### src/rtl/ucb_pkg.sv
`timescale 1ns / 1ps

package ucb_pkg;

	// Default ring depths (one slot is kept empty, so a ring holds depth-1 bytes)
	localparam int RX_DEPTH_DEF = 128;
	localparam int TX_DEPTH_DEF = 64;

	// Entries in the command queue between front and back
	localparam int QUEUE_DEPTH = 2;

	// Function codes on the func port
	localparam logic [1:0] FUNC_LINE_RX  = 2'd0;
	localparam logic [1:0] FUNC_HOST_WR  = 2'd1;
	localparam logic [1:0] FUNC_HOST_RD  = 2'd2;
	localparam logic [1:0] FUNC_TX_READY = 2'd3;

	// Decoded operation carried to the back end
	typedef enum logic [1:0] {
		OP_LINE_RX,
		OP_HOST_WR,
		OP_HOST_RD,
		OP_TX_READY
	} op_t;

	// One classified command
	typedef struct packed {
		op_t        op;
		logic [7:0] data;
		logic       tx_ready;
	} cmd_t;

	// Back end sequencer states
	typedef enum logic {
		ST_EXEC,
		ST_RD_WAIT
	} state_t;

endpackage

### src/rtl/ucb_ram.sv
`timescale 1ns / 1ps

module ucb_ram #(
	parameter int WIDTH = 8,
	parameter int DEPTH = 64
) (
	input  logic                     clk,
	input  logic                     we,
	input  logic [$clog2(DEPTH)-1:0] waddr,
	input  logic [WIDTH-1:0]         wdata,
	input  logic                     re,
	input  logic [$clog2(DEPTH)-1:0] raddr,
	output logic [WIDTH-1:0]         rdata
);

	logic [WIDTH-1:0] mem_q [DEPTH];
	logic [WIDTH-1:0] rdata_q;

	// Single write port, registered read port
	always_ff @(posedge clk) begin
		if (we) begin
			mem_q[waddr] <= wdata;
		end
		if (re) begin
			rdata_q <= mem_q[raddr];
		end
	end

	assign rdata = rdata_q;

endmodule

### src/rtl/ucb_front.sv
`timescale 1ns / 1ps

module ucb_front import ucb_pkg::*; (
	input  logic       clk,
	input  logic       arst_n,
	// transaction input
	input  logic       in_valid,
	output logic       in_ready,
	input  logic [1:0] func,
	input  logic [7:0] data,
	input  logic       tx_ready,
	// classified commands toward the back end
	output logic       cmd_valid,
	input  logic       cmd_ready,
	output cmd_t       cmd
);

	localparam int QAW = (QUEUE_DEPTH > 1) ? $clog2(QUEUE_DEPTH) : 1;
	localparam int QCW = $clog2(QUEUE_DEPTH + 1);
	localparam logic [QAW-1:0] Q_LAST = QAW'(QUEUE_DEPTH - 1);
	localparam logic [QCW-1:0] Q_FULL = QCW'(QUEUE_DEPTH);

	cmd_t           queue_q [QUEUE_DEPTH];
	logic [QAW-1:0] wr_ptr_q;
	logic [QAW-1:0] rd_ptr_q;
	logic [QCW-1:0] count_q;
	cmd_t           cls;
	logic           push;
	logic           pop;

	// Classify: decode the function and drop fields the operation ignores
	always_comb begin
		cls.data     = 8'd0;
		cls.tx_ready = 1'b0;
		case (func)
			FUNC_LINE_RX: begin
				cls.op   = OP_LINE_RX;
				cls.data = data;
			end
			FUNC_HOST_WR: begin
				cls.op       = OP_HOST_WR;
				cls.data     = data;
				cls.tx_ready = tx_ready;
			end
			FUNC_HOST_RD: begin
				cls.op = OP_HOST_RD;
			end
			default: begin
				cls.op = OP_TX_READY;
			end
		endcase
	end

	assign in_ready  = (count_q != Q_FULL);
	assign cmd_valid = (count_q != '0);
	assign cmd       = queue_q[rd_ptr_q];
	assign push      = in_valid && in_ready;
	assign pop       = cmd_valid && cmd_ready;

	// Queue entries
	always_ff @(posedge clk) begin
		if (push) begin
			queue_q[wr_ptr_q] <= cls;
		end
	end

	// Queue pointers and fill count
	always_ff @(posedge clk or negedge arst_n) begin
		if (!arst_n) begin
			wr_ptr_q <= '0;
			rd_ptr_q <= '0;
			count_q  <= '0;
		end else begin
			if (push) begin
				wr_ptr_q <= (wr_ptr_q == Q_LAST) ? '0 : wr_ptr_q + 1'b1;
			end
			if (pop) begin
				rd_ptr_q <= (rd_ptr_q == Q_LAST) ? '0 : rd_ptr_q + 1'b1;
			end
			if (push && !pop) begin
				count_q <= count_q + 1'b1;
			end else if (pop && !push) begin
				count_q <= count_q - 1'b1;
			end
		end
	end

	// Fill count stays within the queue
	assert property (@(posedge clk) disable iff (!arst_n) count_q <= Q_FULL)
		else $error("command queue over-filled");

	// A push into an empty queue shows up at the back end next cycle
	assert property (@(posedge clk) disable iff (!arst_n)
		(push && count_q == '0) |=> cmd_valid)
		else $error("pushed command not visible");

	// Pointers agree with the count when the queue is empty
	assert property (@(posedge clk) disable iff (!arst_n)
		(count_q == '0) |-> (wr_ptr_q == rd_ptr_q))
		else $error("queue pointers out of step");

endmodule

### src/rtl/ucb_back.sv
`timescale 1ns / 1ps

module ucb_back import ucb_pkg::*; #(
	parameter int RX_DEPTH = RX_DEPTH_DEF,
	parameter int TX_DEPTH = TX_DEPTH_DEF
) (
	input  logic       clk,
	input  logic       arst_n,
	// classified commands from the front end
	input  logic       cmd_valid,
	output logic       cmd_ready,
	input  cmd_t       cmd,
	// result transaction
	output logic       out_valid,
	input  logic       out_ready,
	output logic       tx_valid,
	output logic [7:0] tx_byte,
	output logic       read_valid,
	output logic [7:0] read_data,
	output logic       rx_dropped,
	output logic       write_refused,
	output logic       tx_irq_enable,
	output logic       rx_pending
);

	localparam int RX_AW = $clog2(RX_DEPTH);
	localparam int TX_AW = $clog2(TX_DEPTH);
	localparam logic [RX_AW-1:0] RX_LAST = RX_AW'(RX_DEPTH - 1);
	localparam logic [TX_AW-1:0] TX_LAST = TX_AW'(TX_DEPTH - 1);

	state_t           state_q, state_d;
	logic [RX_AW-1:0] rx_head_q, rx_head_d, rx_tail_q, rx_tail_d;
	logic [TX_AW-1:0] tx_head_q, tx_head_d, tx_tail_q, tx_tail_d;
	logic [RX_AW-1:0] rx_head_nx, rx_tail_nx;
	logic [TX_AW-1:0] tx_head_nx, tx_tail_nx;
	logic             tx_irq_q, tx_irq_d;
	logic             rd_rx_q;
	logic             out_valid_q;
	logic             tx_valid_q, read_valid_q, rx_dropped_q, write_refused_q, rx_pending_q;
	logic [7:0]       tx_byte_q, read_data_q;

	logic             exec;
	logic             rx_empty, rx_full, tx_empty, tx_full;
	logic             rx_we, rx_re, tx_we, tx_re;
	logic             res_txv, res_drop, res_refused;
	logic [7:0]       res_txb;
	logic [7:0]       rx_rdata, tx_rdata;

	// Ring stores
	ucb_ram #(.WIDTH(8), .DEPTH(RX_DEPTH)) u_rx_ram (
		.clk   (clk),
		.we    (rx_we),
		.waddr (rx_head_q),
		.wdata (cmd.data),
		.re    (rx_re),
		.raddr (rx_tail_q),
		.rdata (rx_rdata)
	);

	ucb_ram #(.WIDTH(8), .DEPTH(TX_DEPTH)) u_tx_ram (
		.clk   (clk),
		.we    (tx_we),
		.waddr (tx_head_q),
		.wdata (cmd.data),
		.re    (tx_re),
		.raddr (tx_tail_q),
		.rdata (tx_rdata)
	);

	// Ring pointer wrap and occupancy
	assign rx_head_nx = (rx_head_q == RX_LAST) ? '0 : rx_head_q + 1'b1;
	assign rx_tail_nx = (rx_tail_q == RX_LAST) ? '0 : rx_tail_q + 1'b1;
	assign tx_head_nx = (tx_head_q == TX_LAST) ? '0 : tx_head_q + 1'b1;
	assign tx_tail_nx = (tx_tail_q == TX_LAST) ? '0 : tx_tail_q + 1'b1;
	assign rx_empty   = (rx_head_q == rx_tail_q);
	assign rx_full    = (rx_head_nx == rx_tail_q);
	assign tx_empty   = (tx_head_q == tx_tail_q);
	assign tx_full    = (tx_head_nx == tx_tail_q);

	// A command executes only when the result register can take it
	assign cmd_ready = (state_q == ST_EXEC) && (!out_valid_q || out_ready);
	assign exec      = cmd_valid && cmd_ready;

	// Next state, ring updates and result fields
	always_comb begin
		state_d     = state_q;
		rx_head_d   = rx_head_q;
		rx_tail_d   = rx_tail_q;
		tx_head_d   = tx_head_q;
		tx_tail_d   = tx_tail_q;
		tx_irq_d    = tx_irq_q;
		rx_we       = 1'b0;
		rx_re       = 1'b0;
		tx_we       = 1'b0;
		tx_re       = 1'b0;
		res_txv     = 1'b0;
		res_txb     = 8'd0;
		res_drop    = 1'b0;
		res_refused = 1'b0;
		case (state_q)
			ST_EXEC: begin
				if (exec) begin
					case (cmd.op)
						OP_LINE_RX: begin
							if (!rx_full) begin
								rx_we     = 1'b1;
								rx_head_d = rx_head_nx;
							end else begin
								res_drop = 1'b1;
							end
						end
						OP_HOST_WR: begin
							if (tx_empty && cmd.tx_ready) begin
								// direct send, interrupt enable untouched
								res_txv = 1'b1;
								res_txb = cmd.data;
							end else begin
								if (!tx_full) begin
									tx_we     = 1'b1;
									tx_head_d = tx_head_nx;
								end else begin
									res_refused = 1'b1;
								end
								tx_irq_d = 1'b1;
							end
						end
						OP_HOST_RD: begin
							if (!rx_empty) begin
								rx_re     = 1'b1;
								rx_tail_d = rx_tail_nx;
								state_d   = ST_RD_WAIT;
							end
						end
						default: begin
							if (!tx_empty) begin
								tx_re     = 1'b1;
								tx_tail_d = tx_tail_nx;
								res_txv   = 1'b1;
								state_d   = ST_RD_WAIT;
							end else begin
								tx_irq_d = 1'b0;
							end
						end
					endcase
				end
			end
			default: begin
				state_d = ST_EXEC;
			end
		endcase
	end

	// State, pointers and result handshake
	always_ff @(posedge clk or negedge arst_n) begin
		if (!arst_n) begin
			state_q     <= ST_EXEC;
			rx_head_q   <= '0;
			rx_tail_q   <= '0;
			tx_head_q   <= '0;
			tx_tail_q   <= '0;
			tx_irq_q    <= 1'b0;
			out_valid_q <= 1'b0;
		end else begin
			state_q   <= state_d;
			rx_head_q <= rx_head_d;
			rx_tail_q <= rx_tail_d;
			tx_head_q <= tx_head_d;
			tx_tail_q <= tx_tail_d;
			tx_irq_q  <= tx_irq_d;
			if (state_q == ST_RD_WAIT) begin
				out_valid_q <= 1'b1;
			end else if (exec) begin
				out_valid_q <= (state_d == ST_EXEC);
			end else if (out_ready) begin
				out_valid_q <= 1'b0;
			end
		end
	end

	// Result register; a pop fills its byte from the RAM in the wait state that follows
	always_ff @(posedge clk) begin
		if (exec) begin
			rd_rx_q         <= rx_re;
			tx_valid_q      <= res_txv;
			tx_byte_q       <= res_txb;
			read_valid_q    <= rx_re;
			read_data_q     <= 8'd0;
			rx_dropped_q    <= res_drop;
			write_refused_q <= res_refused;
			rx_pending_q    <= (rx_head_d != rx_tail_d);
		end else if (state_q == ST_RD_WAIT) begin
			if (rd_rx_q) begin
				read_data_q <= rx_rdata;
			end else begin
				tx_byte_q <= tx_rdata;
			end
		end
	end

	assign out_valid     = out_valid_q;
	assign tx_valid      = tx_valid_q;
	assign tx_byte       = tx_byte_q;
	assign read_valid    = read_valid_q;
	assign read_data     = read_data_q;
	assign rx_dropped    = rx_dropped_q;
	assign write_refused = write_refused_q;
	assign tx_irq_enable = tx_irq_q;
	assign rx_pending    = rx_pending_q;

	// The result register is free while a pop waits on RAM data
	assert property (@(posedge clk) disable iff (!arst_n)
		(state_q == ST_RD_WAIT) |-> !out_valid_q)
		else $error("result register busy during ring read");

	// A ring read always leads to the wait state and then a result
	assert property (@(posedge clk) disable iff (!arst_n)
		(rx_re || tx_re) |=> (state_q == ST_RD_WAIT) ##1 out_valid_q)
		else $error("ring read without result");

	// A refused write leaves the transmit interrupt enabled
	assert property (@(posedge clk) disable iff (!arst_n)
		(out_valid_q && write_refused_q) |-> tx_irq_q)
		else $error("refused write with interrupt disabled");

	// Only one ring access per cycle
	assert property (@(posedge clk) disable iff (!arst_n)
		$countones({rx_we, rx_re, tx_we, tx_re}) <= 1)
		else $error("more than one ring access in a cycle");

endmodule

### src/rtl/uart_buffered_channel_core.sv
`timescale 1ns / 1ps
// Channel   Handshake             Payload
// in        in_valid / in_ready   func, data, tx_ready
// out       out_valid / out_ready tx_valid, tx_byte, read_valid, read_data,
//                                 rx_dropped, write_refused, tx_irq_enable, rx_pending
//
// Each transaction passes a two-entry command queue and then the back end.
// Stores, direct sends and empty-ring cases end in the execute state; a pop also
// passes the read-wait state, for either ring, due to the registered RAM read port.
// Reset clears the ring pointers, the interrupt enable and the queue; RAMs are not cleared.
// A stalled output holds the back end; the queue keeps taking input until it is full.

module uart_buffered_channel_core import ucb_pkg::*; #(
	parameter int RX_DEPTH = RX_DEPTH_DEF,
	parameter int TX_DEPTH = TX_DEPTH_DEF
) (
	input  logic       clk,
	input  logic       arst_n,
	input  logic       in_valid,
	output logic       in_ready,
	input  logic [1:0] func,
	input  logic [7:0] data,
	input  logic       tx_ready,
	output logic       out_valid,
	input  logic       out_ready,
	output logic       tx_valid,
	output logic [7:0] tx_byte,
	output logic       read_valid,
	output logic [7:0] read_data,
	output logic       rx_dropped,
	output logic       write_refused,
	output logic       tx_irq_enable,
	output logic       rx_pending
);

	logic cmd_valid;
	logic cmd_ready;
	cmd_t cmd;

	// Front end: accept and classify
	ucb_front u_front (
		.clk       (clk),
		.arst_n    (arst_n),
		.in_valid  (in_valid),
		.in_ready  (in_ready),
		.func      (func),
		.data      (data),
		.tx_ready  (tx_ready),
		.cmd_valid (cmd_valid),
		.cmd_ready (cmd_ready),
		.cmd       (cmd)
	);

	// Back end: ring buffers and results
	ucb_back #(
		.RX_DEPTH (RX_DEPTH),
		.TX_DEPTH (TX_DEPTH)
	) u_back (
		.clk           (clk),
		.arst_n        (arst_n),
		.cmd_valid     (cmd_valid),
		.cmd_ready     (cmd_ready),
		.cmd           (cmd),
		.out_valid     (out_valid),
		.out_ready     (out_ready),
		.tx_valid      (tx_valid),
		.tx_byte       (tx_byte),
		.read_valid    (read_valid),
		.read_data     (read_data),
		.rx_dropped    (rx_dropped),
		.write_refused (write_refused),
		.tx_irq_enable (tx_irq_enable),
		.rx_pending    (rx_pending)
	);

endmodule
### config.mk
export PLATFORM = sky130hd
export DESIGN_NAME = uart_buffered_channel_core
export DESIGN_NICKNAME = d
export VERILOG_FILES = /design/src/rtl/ucb_pkg.sv /design/src/rtl/ucb_ram.sv /design/src/rtl/ucb_front.sv /design/src/rtl/ucb_back.sv /design/src/rtl/uart_buffered_channel_core.sv
export SDC_FILE = /design/constraint.sdc
export NUM_CORES = 2
export LEC_CHECK = 0
export BUFFER_PORTS_ARGS = -buffer_cell sky130_fd_sc_hd__buf_2
export CORE_UTILIZATION = 60
export CTS_CLUSTER_DIAMETER = 120
export CTS_CLUSTER_SIZE = 25
export DETAILED_ROUTE_END_ITERATION = 16
export PLACE_DENSITY = 0.76
export SLEW_MARGIN = 40
export SYNTH_ARGS = -nofsm -noshare
export SYNTH_HDL_FRONTEND = slang
export SYNTH_SLANG_ARGS = --single-unit
### constraint.sdc
create_clock -name clk -period 4.3 [get_ports clk]
set_input_delay 0.645 -clock clk [delete_from_list [all_inputs] [get_ports clk]]
set_output_delay 0.645 -clock clk [all_outputs]
set_load 0.005 [all_outputs]
==> summary.md <==
| Metric | Value |
|---|---|
| Tmin final | 3.880 ns |
| Port bufs | 38 |
| Commonest non-fill, non-tap cells in the layout | 1587 x edfxtp_1, 504 x mux4_2, 167 x nor2_1 |
| Crit. Startpoint | u_back.rx_head_q[0]$_DFF_PN0_ |
| Footprint of the multi-input gates | 0.01449 sq mm |
| F_max | 257.7 MHz |
| Worst-Skew Late Latency | 0.70 ns |
| Area Growth Syn to Fin | 7.856% |
| DR vias/cell | 6.781 |
| Main combinational cell family by area after synthesis | multiplexers |
| WP data required | 4.69 ns |
| Maximum fanout along the worst path | 12 |
| Htree depth | 3 |
| Synth Area in XOR/XNOR | less than 1% |
| Worst VDD drop | roughly 0.00043 V |
| Cell taking the most area after synthesis | edfxtp_1 |
| Ports | 39 |
| Hold crit path type | in2reg |
| Status | completed |
| Post-DP Area | 0.06639 sq mm |
| Synth top area cells | edfxtp_1 75%, mux4_2 18%, dfrtp_1 1.3%, nor2_1 1.1%, clkbuf_1 0.60% |
| Commonest non-fill, non-tap cell in the layout | edfxtp_1 |
| Fin nets | 2934 |
| CTS Sinks | 1628 |
| Clock transition at path regs | 0.10 ns |
| FF-to-FF Start | u_back.rx_head_q[0]$_DFF_PN0_ |
| Die Height | ~330 um |
| Final hold violation count | 0 |
| Die area | 0.1074 sq mm |
| Longest Clk Path Bufs | 3 |
| Rows | 119 |
| Worst path bufs/invs | 1 |
| Critical path class | reg2reg |
| Post-synthesis simple-gate area fraction | 2.871% |
| Most used DFF post-synth | edfxtp_1 |
| Cell area after layout | just under 0.07 sq mm |
| Drt pass-1 iters | 6 |
| Seq cells post-synth | 1628 |
| Final WL | about 140 mm |
| Async SR Flop Fraction | 2.027% |
| Non-Filler Instances | 4347 |
| Root Buffer | clkbuf_16 |
| Antenna cells | 0 |
| Final setup violation count | 0 |
| Post-synthesis compound-gate area fraction | less than 1% |
| DRC viols | 0 |
| Largest net degree at the start of global routing | 125 |
| Worst hold slack | approximately 0.19 ns |
| P_leak | 20.83 nW |
| Final core utilization | 65.23% |
| GRT Overall Usage | 26.07% |
| Share of layout cells above drive strength 1 | between 20 and 30% |
| Critical Path AT | around 4.3 ns |
| RSZ-0062 raised after global routing | no |
| Fin Clk Skew | 0.02965 ns |
| Pin slew with the least headroom to its limit | between 0.8 and 0.9 ns |
| DIE WIDTH | 327.7 um |
| Synthesized Nets | between 2000 and 3000 |
| Initial antenna violation count | 0 |
| Total Neg Setup Slack | 0 ns |
| Post-route antenna net violation count | 0 |
| Post-DP HPWL | 85.97 mm |
| Synthesized area per cell | 22.50 sq um |
| Hold Path Origin | func[0] |
| Drt wl/cell | about 32 um |
| Cells after Synth | 2830 |
| Final Max Tran Viols | 0 |
| Post-CTS sizing | 0 |
| CP Capture Type | flip-flop |
| Vias | 29480 |
| Starting Density | roughly three fifths |
| TritonCTS Buffers | 75 |
| Synth Area in Adders | 0.09827% |
| Netlist Area Pre-Place | 0.06366 sq mm |
| Ys Warns | 0 |
| Mux cell area share after synthesis | ~18% |
| Max-slew headroom | 40.93% |
| Vias in the first global route | between 20000 and 30000 |
| Core region area | between 0.1 and 0.15 sq mm |
| Max_cap viols | 0 |
| Cells along the critical path | ha_1 -> nand3_2 -> or4_1 -> and3_1 -> nor4_4 -> nand3_1 -> nand2_1 -> nor2_1 -> nand3_1 -> buf_4 -> nor2_1 |
| Largest stage delay on the critical path | 0.57 ns |
| Total grt overflow | 0 |
| First-pass GRT wire length | 202.9 mm |
| Reg area | 0.04866 sq mm |
| Crit-path leading delay family | simple AND/OR/NAND/NOR gates |
| Filler cells | 6346 |
| Power per cell area | 594.5 mW/mm^2 |
| CP startpoint kind | flip-flop |
| Final critical-path share of the clock period | 90.24% |
| Distinct cells, synth | 58 |
| DRT iter0 DRCs | 3512 |
| CP max stage cell | dfrtp_1 |
| Yosys top cell area share | 74.86% |
| Sequential area share after synthesis | 76.41% |
| Final RePlAce weighted congestion | just under 0.9 |
| CTS tree | yes |
| Number of synthesized flops with an enable pin | 1587 |
| Placed Cells | between 4000 and 5000 |
flip-flops by register name, summed over array words and instances (netlist names), 2 cells and up:
name                   cells
u_back.tx_head_q           6
u_front.count_q            2
u_back.u_tx_ram.rdata      8
u_back.tx_tail_q           6
u_back.read_data           8
u_back.tx_byte             8
u_back.u_tx_ram.mem_q    512
u_back.rx_tail_q           7
u_back.u_rx_ram.rdata      8
u_front.queue_q           22
u_back.u_rx_ram.mem_q   1024
u_back.rx_head_q           7
power by group:
group / switching (W) / internal [W] / leakage, nW
clock network: 0.00460 / 0.00344 / 1.03
registers: 0.000530 / 0.0197 / 14.8
logic: 0.00713 / 0.00537 / 5.01
total: 0.0123 / 0.0286 / 20.8
path summary, 6_finish.rpt:
check / endpoint / cells past startpoint / slack [ns]
min in group asynchronous: u_back.state_q$_DFF_PN0_ / 2 / 0.50
worst max register to register: u_back.u_rx_ram.mem_q[69][0]$_DFFE_PP_ / 11 / 0.42
max in group asynchronous: u_back.tx_tail_q[1]$_DFFE_PN0P_ / 2 / 3.36
worst min-delay path: u_front.queue_q[0][9]$_DFFE_PP_ / 1 / 0.19
worst max-delay path: u_back.u_rx_ram.mem_q[69][0]$_DFFE_PP_ / 11 / 0.42
worst min register to register: u_back.tx_irq_enable$_DFFE_PN0P_ / 2 / 0.50
cells in the mapped netlist (7+ instances only):
| cell | instances |
|---|---|
| nor3_1 | 10 |
| and3_1 | 9 |
| edfxtp_1 | 1587 |
| dfrtp_1 | 33 |
| and2_1 | 17 |
| o21ai_0 | 22 |
| buf_1 | 33 |
| xnor2_1 | 18 |
| nand2_1 | 64 |
| xor2_1 | 20 |
| a21oi_1 | 14 |
| clkbuf_1 | 101 |
| nand3_1 | 29 |
| mux2_2 | 22 |
| mux4_2 | 504 |
| inv_1 | 13 |
| nor4_1 | 11 |
| nand4_1 | 7 |
| nor2_1 | 185 |
| buf_2 | 28 |
| dfxtp_1 | 8 |
| nor2b_1 | 24 |
routing by layer:
layer  vias up  part of all wire (%)  GRT usage [%]
met2      1564                    52          43.89
met1     15770                    38          36.89
met5         -                     0              0
met4         0                   2.6          7.182
li1      11940                     -              -
met3       205                   7.9          2.983
stage by stage:
step	power [W]	setup slack, ns
finish	0.04082	0.4195
CTS	0.04094	0.4886
detailed placement	0.03313	0.5268
global placement	0.03264	0.5666
global route	0.04201	0.2799
floorplan	0.02852	1.082
cell families (layout without fill, tap and decap cells):
| group | after synthesis | after routing |
|---|---|---|
| DFF | 1628 | 1628 |
| and+or+nand+nor | 389 | 389 |
| xor gates and xnor gates | 40 | 40 |
| muxes | 531 | 531 |
| buffers and inverters | 176 | 302 |
| AOI/OAI and AO/OA | 61 | 61 |
| adders and majority gates | 5 | 5 |
final cells by class:
class	instances	share of cell area [%]
Inverter	13	0.07107
Sequential cell	1628	70.87
Clock inverter	3	0.04920
Clock buffer	116	3.081
Timing Repair Buffer	170	2.294
Tap cell	1391	2.535
Multi-Input combinational cell	1026	21.10
timing repair:
action                     in CTS  in global routing
hold buffers                    1                  0
hold endpoints to repair       33                  0
setup endpoints to repair       0                  0
setup buffers                   0                  0
Power figures use the tool's default switching activity.
